### src/design/lfuc_pkg.sv
`timescale 1ns / 1ps
`default_nettype none

package lfuc_pkg;

    localparam int unsigned DATA_W = 32;
    localparam int unsigned CAP_W = 5;
    localparam logic [CAP_W-1:0] CAP_RESET = 5'd16;

    localparam logic CMD_GET = 1'b0;
    localparam logic CMD_SET = 1'b1;

    typedef struct packed {
        logic                     command;
        logic signed [DATA_W-1:0] key;
        logic signed [DATA_W-1:0] value;
    } req_item_t;

    typedef struct packed {
        logic                     found;
        logic signed [DATA_W-1:0] read_value;
    } rsp_item_t;

    // One stored cache line: all fields written together.
    typedef struct packed {
        logic signed [DATA_W-1:0] key;
        logic signed [DATA_W-1:0] value;
        logic [DATA_W-1:0]        count;
        logic [DATA_W-1:0]        stamp;
    } entry_t;

    typedef struct packed {
        logic start;
        logic read;
        logic commit;
        logic emit;
    } dp_cmd_t;

    typedef struct packed {
        logic last_issue;
        logic is_get;
        logic out_free;
    } dp_stat_t;

endpackage

`default_nettype wire

### src/design/lfu_cache_lru_tiebreak.sv
`timescale 1ns / 1ps
`default_nettype none

// Channel   Handshake              Payload
// req       req_valid/req_stall    req_item  (command, key, value)
// rsp       rsp_valid/rsp_stall    rsp_item  (found, read_value), one per get
// cfg       cfg_wr_en              cfg_wr_data (capacity_in_use)
//
// Each line is read from the entry memory and compared, one line a cycle,
// and the chosen line is then written back.
// Reset clears the valid bits and the access clock; line contents stay as is.
// A get waits in its last cycle while the previous result is still stalled.
// req_stall is high from accept until the item is done.

module lfu_cache_lru_tiebreak #(
    parameter int unsigned ENTRIES = 16
) (
    input  wire logic                         clk,
    input  wire logic                         rst_n,
    input  wire logic                         req_valid,
    output logic                              req_stall,
    input  wire lfuc_pkg::req_item_t          req_item,
    output logic                              rsp_valid,
    input  wire logic                         rsp_stall,
    output lfuc_pkg::rsp_item_t               rsp_item,
    input  wire logic                         cfg_wr_en,
    input  wire logic [lfuc_pkg::CAP_W-1:0]   cfg_wr_data
);
    import lfuc_pkg::*;

    dp_cmd_t  cmd;
    dp_stat_t stat;

    lfuc_ctrl u_ctrl (
        .clk       (clk),
        .rst_n     (rst_n),
        .req_valid (req_valid),
        .req_stall (req_stall),
        .stat      (stat),
        .cmd       (cmd)
    );

    lfuc_dpath #(
        .ENTRIES (ENTRIES)
    ) u_dpath (
        .clk         (clk),
        .rst_n       (rst_n),
        .req_item    (req_item),
        .cfg_wr_en   (cfg_wr_en),
        .cfg_wr_data (cfg_wr_data),
        .rsp_valid   (rsp_valid),
        .rsp_stall   (rsp_stall),
        .rsp_item    (rsp_item),
        .cmd         (cmd),
        .stat        (stat)
    );

endmodule

`default_nettype wire

### src/design/lfuc_ctrl.sv
`timescale 1ns / 1ps
`default_nettype none

module lfuc_ctrl (
    input  wire logic             clk,
    input  wire logic             rst_n,
    input  wire logic             req_valid,
    output logic                  req_stall,
    input  wire lfuc_pkg::dp_stat_t stat,
    output lfuc_pkg::dp_cmd_t     cmd
);
    import lfuc_pkg::*;

    typedef enum logic [2:0] {
        ST_IDLE,
        ST_SCAN,
        ST_DRAIN,
        ST_WRITE,
        ST_RESP
    } state_t;

    state_t state_reg;
    state_t state_next;

    always_comb
    begin
        state_next = state_reg;
        case (state_reg)
            ST_IDLE:
            begin
                if (req_valid)
                begin
                    state_next = ST_SCAN;
                end
            end
            ST_SCAN:
            begin
                if (stat.last_issue)
                begin
                    state_next = ST_DRAIN;
                end
            end
            ST_DRAIN:
            begin
                state_next = ST_WRITE;
            end
            ST_WRITE:
            begin
                state_next = stat.is_get ? ST_RESP : ST_IDLE;
            end
            ST_RESP:
            begin
                if (stat.out_free)
                begin
                    state_next = ST_IDLE;
                end
            end
            default:
            begin
                state_next = ST_IDLE;
            end
        endcase
    end

    always_ff @(posedge clk or negedge rst_n)
    begin
        if (!rst_n)
        begin
            state_reg <= ST_IDLE;
        end
        else
        begin
            state_reg <= state_next;
        end
    end

    assign req_stall  = (state_reg != ST_IDLE);
    assign cmd.start  = (state_reg == ST_IDLE) && req_valid;
    assign cmd.read   = (state_reg == ST_SCAN);
    assign cmd.commit = (state_reg == ST_WRITE);
    assign cmd.emit   = (state_reg == ST_RESP) && stat.out_free;

    a_one_commit: assert property (@(posedge clk) disable iff (!rst_n)
        cmd.commit |=> !cmd.commit)
        else $error("commit repeated for one item");

    a_scan_follows_start: assert property (@(posedge clk) disable iff (!rst_n)
        cmd.start |=> cmd.read)
        else $error("scan did not begin after accept");

endmodule

`default_nettype wire

### src/design/lfuc_dpath.sv
`timescale 1ns / 1ps
`default_nettype none

module lfuc_dpath #(
    parameter int unsigned ENTRIES = 16
) (
    input  wire logic                clk,
    input  wire logic                rst_n,
    input  wire lfuc_pkg::req_item_t req_item,
    input  wire logic                cfg_wr_en,
    input  wire logic [lfuc_pkg::CAP_W-1:0] cfg_wr_data,
    output logic                     rsp_valid,
    input  wire logic                rsp_stall,
    output lfuc_pkg::rsp_item_t      rsp_item,
    input  wire lfuc_pkg::dp_cmd_t   cmd,
    output lfuc_pkg::dp_stat_t       stat
);
    import lfuc_pkg::*;

    localparam int unsigned AW = (ENTRIES > 1) ? $clog2(ENTRIES) : 1;
    localparam int unsigned UW0 = $clog2(ENTRIES + 1);
    localparam int unsigned UW = (UW0 > CAP_W) ? UW0 : CAP_W;
    localparam logic [AW-1:0] LAST_IDX = AW'(ENTRIES - 1);
    localparam logic [DATA_W-1:0] ONES = '1;

    entry_t mem [ENTRIES];

    logic [CAP_W-1:0]  cap_reg;
    logic [DATA_W-1:0] clock_reg;
    logic              cmd_reg;
    logic [DATA_W-1:0] key_reg;
    logic [DATA_W-1:0] value_reg;
    logic [ENTRIES-1:0] valid_reg;

    logic [AW-1:0]     addr_reg;
    logic [AW-1:0]     rd_idx_reg;
    logic              chk_reg;
    entry_t            rd_data_reg;

    logic [UW-1:0]     used_reg;
    logic              hit_reg;
    logic [AW-1:0]     hit_idx_reg;
    logic [DATA_W-1:0] hit_value_reg;
    logic [DATA_W-1:0] hit_count_reg;
    logic              free_found_reg;
    logic [AW-1:0]     free_idx_reg;
    logic              vic_found_reg;
    logic [AW-1:0]     vic_idx_reg;
    logic [DATA_W-1:0] vic_count_reg;
    logic [DATA_W-1:0] vic_stamp_reg;
    logic [DATA_W-1:0] vic_key_reg;

    logic              out_valid_reg;
    rsp_item_t         out_item_reg;

    logic              chk_vld;
    logic              chk_match;
    logic              chk_older;
    logic              full;
    logic              use_victim;
    logic              wr_en;
    logic [AW-1:0]     wr_idx;
    entry_t            wr_word;
    logic [DATA_W-1:0] hit_count_inc;

    // Compare the entry that came out of memory this cycle.
    always_comb
    begin
        chk_vld   = chk_reg && valid_reg[rd_idx_reg];
        chk_match = chk_vld && (rd_data_reg.key == key_reg);
        if (rd_data_reg.count != vic_count_reg)
        begin
            chk_older = rd_data_reg.count < vic_count_reg;
        end
        else if (rd_data_reg.stamp != vic_stamp_reg)
        begin
            chk_older = rd_data_reg.stamp < vic_stamp_reg;
        end
        else
        begin
            chk_older = $signed(rd_data_reg.key) < $signed(vic_key_reg);
        end
    end

    assign full          = used_reg >= UW'(cap_reg);
    assign use_victim    = full || !free_found_reg;
    assign hit_count_inc = (hit_count_reg == ONES) ? hit_count_reg : hit_count_reg + 1'b1;

    // Choose the line to write once the scan is over.
    always_comb
    begin
        wr_en         = 1'b0;
        wr_idx        = free_idx_reg;
        wr_word.key   = key_reg;
        wr_word.value = value_reg;
        wr_word.count = DATA_W'(1);
        wr_word.stamp = clock_reg;
        if (hit_reg)
        begin
            wr_en         = 1'b1;
            wr_idx        = hit_idx_reg;
            wr_word.value = (cmd_reg == CMD_SET) ? value_reg : hit_value_reg;
            wr_word.count = hit_count_inc;
        end
        else if ((cmd_reg == CMD_SET) && (cap_reg != '0))
        begin
            if (use_victim)
            begin
                wr_en  = vic_found_reg;
                wr_idx = vic_idx_reg;
            end
            else
            begin
                wr_en = 1'b1;
            end
        end
    end

    always_ff @(posedge clk)
    begin
        if (cmd.commit && wr_en)
        begin
            mem[wr_idx] <= wr_word;
        end
        if (cmd.read)
        begin
            rd_data_reg <= mem[addr_reg];
        end
    end

    always_ff @(posedge clk)
    begin
        if (cmd.start)
        begin
            cmd_reg   <= req_item.command;
            key_reg   <= req_item.key;
            value_reg <= req_item.value;
        end
        if (cmd.read)
        begin
            rd_idx_reg <= addr_reg;
        end
        if (chk_match && !hit_reg)
        begin
            hit_idx_reg   <= rd_idx_reg;
            hit_value_reg <= rd_data_reg.value;
            hit_count_reg <= rd_data_reg.count;
        end
        if (chk_reg && !valid_reg[rd_idx_reg] && !free_found_reg)
        begin
            free_idx_reg <= rd_idx_reg;
        end
        if (chk_vld && (!vic_found_reg || chk_older))
        begin
            vic_idx_reg   <= rd_idx_reg;
            vic_count_reg <= rd_data_reg.count;
            vic_stamp_reg <= rd_data_reg.stamp;
            vic_key_reg   <= rd_data_reg.key;
        end
        if (cmd.emit)
        begin
            out_item_reg.found      <= hit_reg;
            out_item_reg.read_value <= hit_reg ? hit_value_reg : '0;
        end
    end

    always_ff @(posedge clk or negedge rst_n)
    begin
        if (!rst_n)
        begin
            cap_reg        <= CAP_RESET;
            clock_reg      <= '0;
            valid_reg      <= '0;
            addr_reg       <= '0;
            chk_reg        <= 1'b0;
            used_reg       <= '0;
            hit_reg        <= 1'b0;
            free_found_reg <= 1'b0;
            vic_found_reg  <= 1'b0;
            out_valid_reg  <= 1'b0;
        end
        else
        begin
            if (cfg_wr_en)
            begin
                cap_reg <= cfg_wr_data;
            end
            chk_reg <= cmd.read;
            if (cmd.start)
            begin
                if (clock_reg != ONES)
                begin
                    clock_reg <= clock_reg + 1'b1;
                end
                addr_reg       <= '0;
                used_reg       <= '0;
                hit_reg        <= 1'b0;
                free_found_reg <= 1'b0;
                vic_found_reg  <= 1'b0;
            end
            else if (cmd.read)
            begin
                addr_reg <= addr_reg + 1'b1;
            end
            if (chk_vld)
            begin
                used_reg      <= used_reg + 1'b1;
                vic_found_reg <= 1'b1;
            end
            if (chk_match)
            begin
                hit_reg <= 1'b1;
            end
            if (chk_reg && !valid_reg[rd_idx_reg])
            begin
                free_found_reg <= 1'b1;
            end
            if (cmd.commit && wr_en)
            begin
                valid_reg[wr_idx] <= 1'b1;
            end
            if (cmd.emit)
            begin
                out_valid_reg <= 1'b1;
            end
            else if (!rsp_stall)
            begin
                out_valid_reg <= 1'b0;
            end
        end
    end

    assign stat.last_issue = cmd.read && (addr_reg == LAST_IDX);
    assign stat.is_get     = (cmd_reg == CMD_GET);
    assign stat.out_free   = !out_valid_reg || !rsp_stall;

    assign rsp_valid = out_valid_reg;
    assign rsp_item  = out_item_reg;

    a_emit_free: assert property (@(posedge clk) disable iff (!rst_n)
        cmd.emit |-> stat.out_free)
        else $error("result loaded over an untaken item");

    a_hit_valid: assert property (@(posedge clk) disable iff (!rst_n)
        (cmd.commit && hit_reg) |-> valid_reg[hit_idx_reg])
        else $error("hit on an empty line");

    a_clock_step: assert property (@(posedge clk) disable iff (!rst_n)
        (clock_reg != $past(clock_reg)) |-> (clock_reg == DATA_W'($past(clock_reg) + 1'b1)))
        else $error("access clock jumped");

    a_used_bound: assert property (@(posedge clk) disable iff (!rst_n)
        used_reg <= UW'(ENTRIES))
        else $error("occupancy count out of range");

endmodule

`default_nettype wire
### config.mk
export PLATFORM = sky130hd
export DESIGN_NAME = lfu_cache_lru_tiebreak
export DESIGN_NICKNAME = d
export VERILOG_FILES = /design/src/design/lfuc_pkg.sv /design/src/design/lfu_cache_lru_tiebreak.sv /design/src/design/lfuc_ctrl.sv /design/src/design/lfuc_dpath.sv
export SDC_FILE = /design/constraint.sdc
export NUM_CORES = 2
export LEC_CHECK = 0
export BUFFER_PORTS_ARGS = -buffer_cell sky130_fd_sc_hd__buf_2
export CORE_MARGIN = 5
export CORE_UTILIZATION = 40
export CTS_BUF_LIST = sky130_fd_sc_hd__clkbuf_4
export DETAILED_ROUTE_END_ITERATION = 7
export MAX_ROUTING_LAYER = met4
export PLACE_DENSITY = 0.52
export SLEW_MARGIN = 20
export SYNTH_ARGS = -nofsm -noshare
export SYNTH_HDL_FRONTEND = slang
export SYNTH_SLANG_ARGS = --single-unit
### constraint.sdc
create_clock -name clk -period 11.15 [get_ports clk]
set_input_delay 0.5575 -clock clk [delete_from_list [all_inputs] [get_ports clk]]
set_output_delay 0.5575 -clock clk [all_outputs]
set_load 0.05 [all_outputs]
==> flow_summary.json <==
{
  "io_pins": 110,
  "required_ps": 12120,
  "ys_seq_area_share_pct": 78.3,
  "largest_register_ffs": 2048,
  "crit_type": "register to register",
  "fmax_ghz": 0.183,
  "die_x_um": 500,
  "grt_use_total_pct": 18.6,
  "synth_top_area_share_pct": 76.5,
  "route.detailed.drc": 0,
  "wl_met3_um": 11700,
  "hold_viol_final": 0,
  "crit_arrival_ps": 6450,
  "synth_warnings": 0,
  "crit_family": "buffers and inverters",
  "drtIter0Drc": 3573,
  "cts_buffers": 668,
  "crit_top_cell": "buf_4",
  "p_per_area_nw_per_um2": 224,
  "cts_buffer_depth": 4,
  "holdBufCountCts": 157,
  "synth.largest_area_cell": "edfxtp_1",
  "core-area_sq_um": 240000,
  "synth_fp_nets": 4336,
  "die_y_um": 500,
  "ys.flop_type": "edfxtp_1",
  "synth_edf_count": 2450,
  "placed_area_sq_um": 101000,
  "cp_slowest_cell": "nor2_4",
  "finClkSkew_ps": 106,
  "top_layer": "met4",
  "cp_cell_sequence": "inv_1, ha_1, nand2b_1, a31oi_1, o21ai_0, a21boi_0, o31ai_1, nand3_1, nor2_4, buf_4, buf_4",
  "syn2layout_area_growth_pct": 15.2,
  "synthTopCellsByArea": "edfxtp_1 76%, mux4_2 15%, dfrtp_1 1.8%, ha_1 1.4%, xor2_1 0.56%",
  "via_count": 45600,
  "status": "finished, final reports clean",
  "n_fill_cell": 20300,
  "route.met2.wl_um": 111000,
  "worstSetupEndpointType": "register",
  "clock-sinks": 2520,
  "crit_fanout": 42,
  "yosysUniqueCellTypes": 59,
  "p_leak_nw": 36.8,
  "maxSlewViolCount": 0,
  "grt_pass1_wl_um": 332000,
  "synth_area_per_cell_sq_um": 23.1,
  "start_kind": "register",
  "start_util_pct": 40.1,
  "grt_max_degree": 135,
  "cts_root_buffer": "clkbuf_4",
  "slew_headroom_pct": 27.3,
  "clk_latency_ps": 1420,
  "finalWirelength_um": 225000,
  "fp-row-count": 180,
  "period_share_pct": 49.1,
  "setup_viol": 0,
  "first_global_vias": 49600,
  "path_buf_inv": 3,
  "gp_congestion": 0.747,
  "htree_levels": 6,
  "firstDrtPassIters": 8,
  "m1WireLength_um": 98900,
  "clk_pin_slew_ps": 70,
  "ant_nets": 0,
  "ys_seq_elements": 2520,
  "cpPeakStageDelay_ps": 930,
  "final_area_sq_um": 111000,
  "dieArea_sq_um": 250000,
  "async_reset_ff_share_pct": 2.78,
  "io_buffers": 109,
  "maxCapViolations": 0,
  "rsz0062_at_grt": "false",
  "max-vdd-ir-drop_uv": 220,
  "worstMarginPinSlew_ps": 1080,
  "via_per_inst": 5.27,
  "cts_setup_buffers": 0,
  "grt.overflow.total": 0,
  "wire_per_inst_um": 26.1,
  "grt_antenna_before_repair": 8,
  "dp_hpwl_um": 112000,
  "min_period_ps": 5480,
  "layout-drive-gt1-share_pct": 35.6,
  "setup_tns_ps": 0,
  "cts_tree": "yes",
  "ctsResizeCount": 0,
  "hp-class": "input pin to async pin",
  "syn_inst": 4157,
  "netlist_area_sq_um": 96200,
  "nets": 5185
}
area by class of cell:
cell class / count / area (sq um) / share of cell area (%)
flip-flops and latches: 2520 / 75300 / 68.0
multi-input cells: 1362 / 19900 / 18.0
clock buffers: 997 / 7480 / 6.76
well taps: 3185 / 3990 / 3.60
repair buffers: 342 / 2890 / 2.61
clock inverters: 121 / 708 / 0.639
inverters: 112 / 423 / 0.382
diodes: 6 / 15.0 / 0.0136
tightest hold or removal path: stages:
cell	delay, ps
dlygate4sd3_1	520
dlygate4sd3_1	540
buf_4	150
buf_12	240
cell usage after synthesis (all sizes together), types with 6 or more instances:
| cell | number |
|---|---|
| o211ai | 6 |
| nor2 | 85 |
| inv | 110 |
| nor2b | 6 |
| nand4 | 42 |
| and4 | 7 |
| nand2b | 10 |
| dfrtp | 69 |
| o21bai | 17 |
| nand2 | 51 |
| o21ai | 28 |
| edfxtp | 2450 |
| buf | 68 |
| a21oi | 37 |
| mux4 | 645 |
| xnor2 | 36 |
| a21o | 20 |
| nand3 | 46 |
| and2 | 38 |
| ha | 104 |
| a31oi | 6 |
| nor4 | 13 |
| xor2 | 62 |
| nor3 | 17 |
| and3 | 11 |
| mux2 | 33 |
| clkbuf | 95 |
metrics by stage:
stage	util (%)	hold slack [ps]	power [mW]	instances	setup WS [ps]
6_report	46.2	286	24.8	8645	5670
5_1_grt	46.2	209	26.1	8643	5130
4_1_cts	46.2	87.0	25.3	8639	5630
3_5_place_dp	42.1	405	17.2	7364	5730
3_3_place_gp	42.1	402	17.2	7364	5800
2_1_floorplan	-	262	15.5	4157	2640
cell usage in the layout, fill, tap and decap left out, drive strengths merged, types with 20 or more instances in the layout:
| cell type | instances |
|---|---|
| edfxtp | 2450 |
| clkbuf | 997 |
| mux4 | 645 |
| buf | 186 |
| dlygate4sd3 | 156 |
| inv | 125 |
| ha | 104 |
| clkinv | 95 |
| nor2 | 85 |
| dfrtp | 69 |
| xor2 | 62 |
| nand2 | 51 |
| nand3 | 46 |
| nand4 | 42 |
| and2 | 38 |
| a21oi | 37 |
| xnor2 | 36 |
| mux2 | 33 |
| o21ai | 28 |
| a21o | 20 |
worst paths after layout:
check	start	end	slack, ps	cells past startpoint
setup / recovery	u_dpath.used_reg[0]$_DFFE_PN0P_	u_dpath.mem[1][82]$_DFFE_PP_	5670	11
hold / removal	rst_n	u_dpath.clock_reg[6]$_DFFE_PN0P_	290	4
setup reg to reg	u_dpath.used_reg[0]$_DFFE_PN0P_	u_dpath.mem[1][82]$_DFFE_PP_	5670	11
hold reg to reg	u_dpath.rd_data_reg[83]$_DFFE_PP_	u_dpath.hit_value_reg[19]$_DFFE_PP_	410	0
max in group asynchronous	rst_n	u_dpath.addr_reg[3]$_DFFE_PN0P_	10250	4
min in group clk	req_valid	u_dpath.free_found_reg$_DFFE_PN0P_	300	5
layer usage:
metal	vias up	GRT usage, %
li1	19600	-
met1	24300	24.6
met2	1328	29.3
met3	318	3.92
met4	0	5.39
met5	-	-
where the power goes:
part / total (mW) / internal [mW] / switching [mW]
registers: 11.7 / 11.2 / 0.515
clock network: 7.88 / 4.23 / 3.65
logic: 5.23 / 2.65 / 2.59
cell families (layout without fill, tap and decap cells):
| logic type | count (synthesis) | in the layout | share of synthesized area, % |
|---|---|---|---|
| XOR/XNOR | 98 | 98 | 0.892 |
| other | 0 | 6 | 0 |
| buffers and inverters | 275 | 1572 | 1.15 |
| multiplexers | 680 | 680 | 15.5 |
| AO/OA/AOI/OAI | 136 | 136 | 0.907 |
| AND/OR/NAND/NOR | 344 | 344 | 1.89 |
| adder cells (fa/ha/maj) | 104 | 104 | 1.35 |
| flip-flops | 2520 | 2520 | 78.3 |
Note: power is estimated with default switching activity, not from simulation.
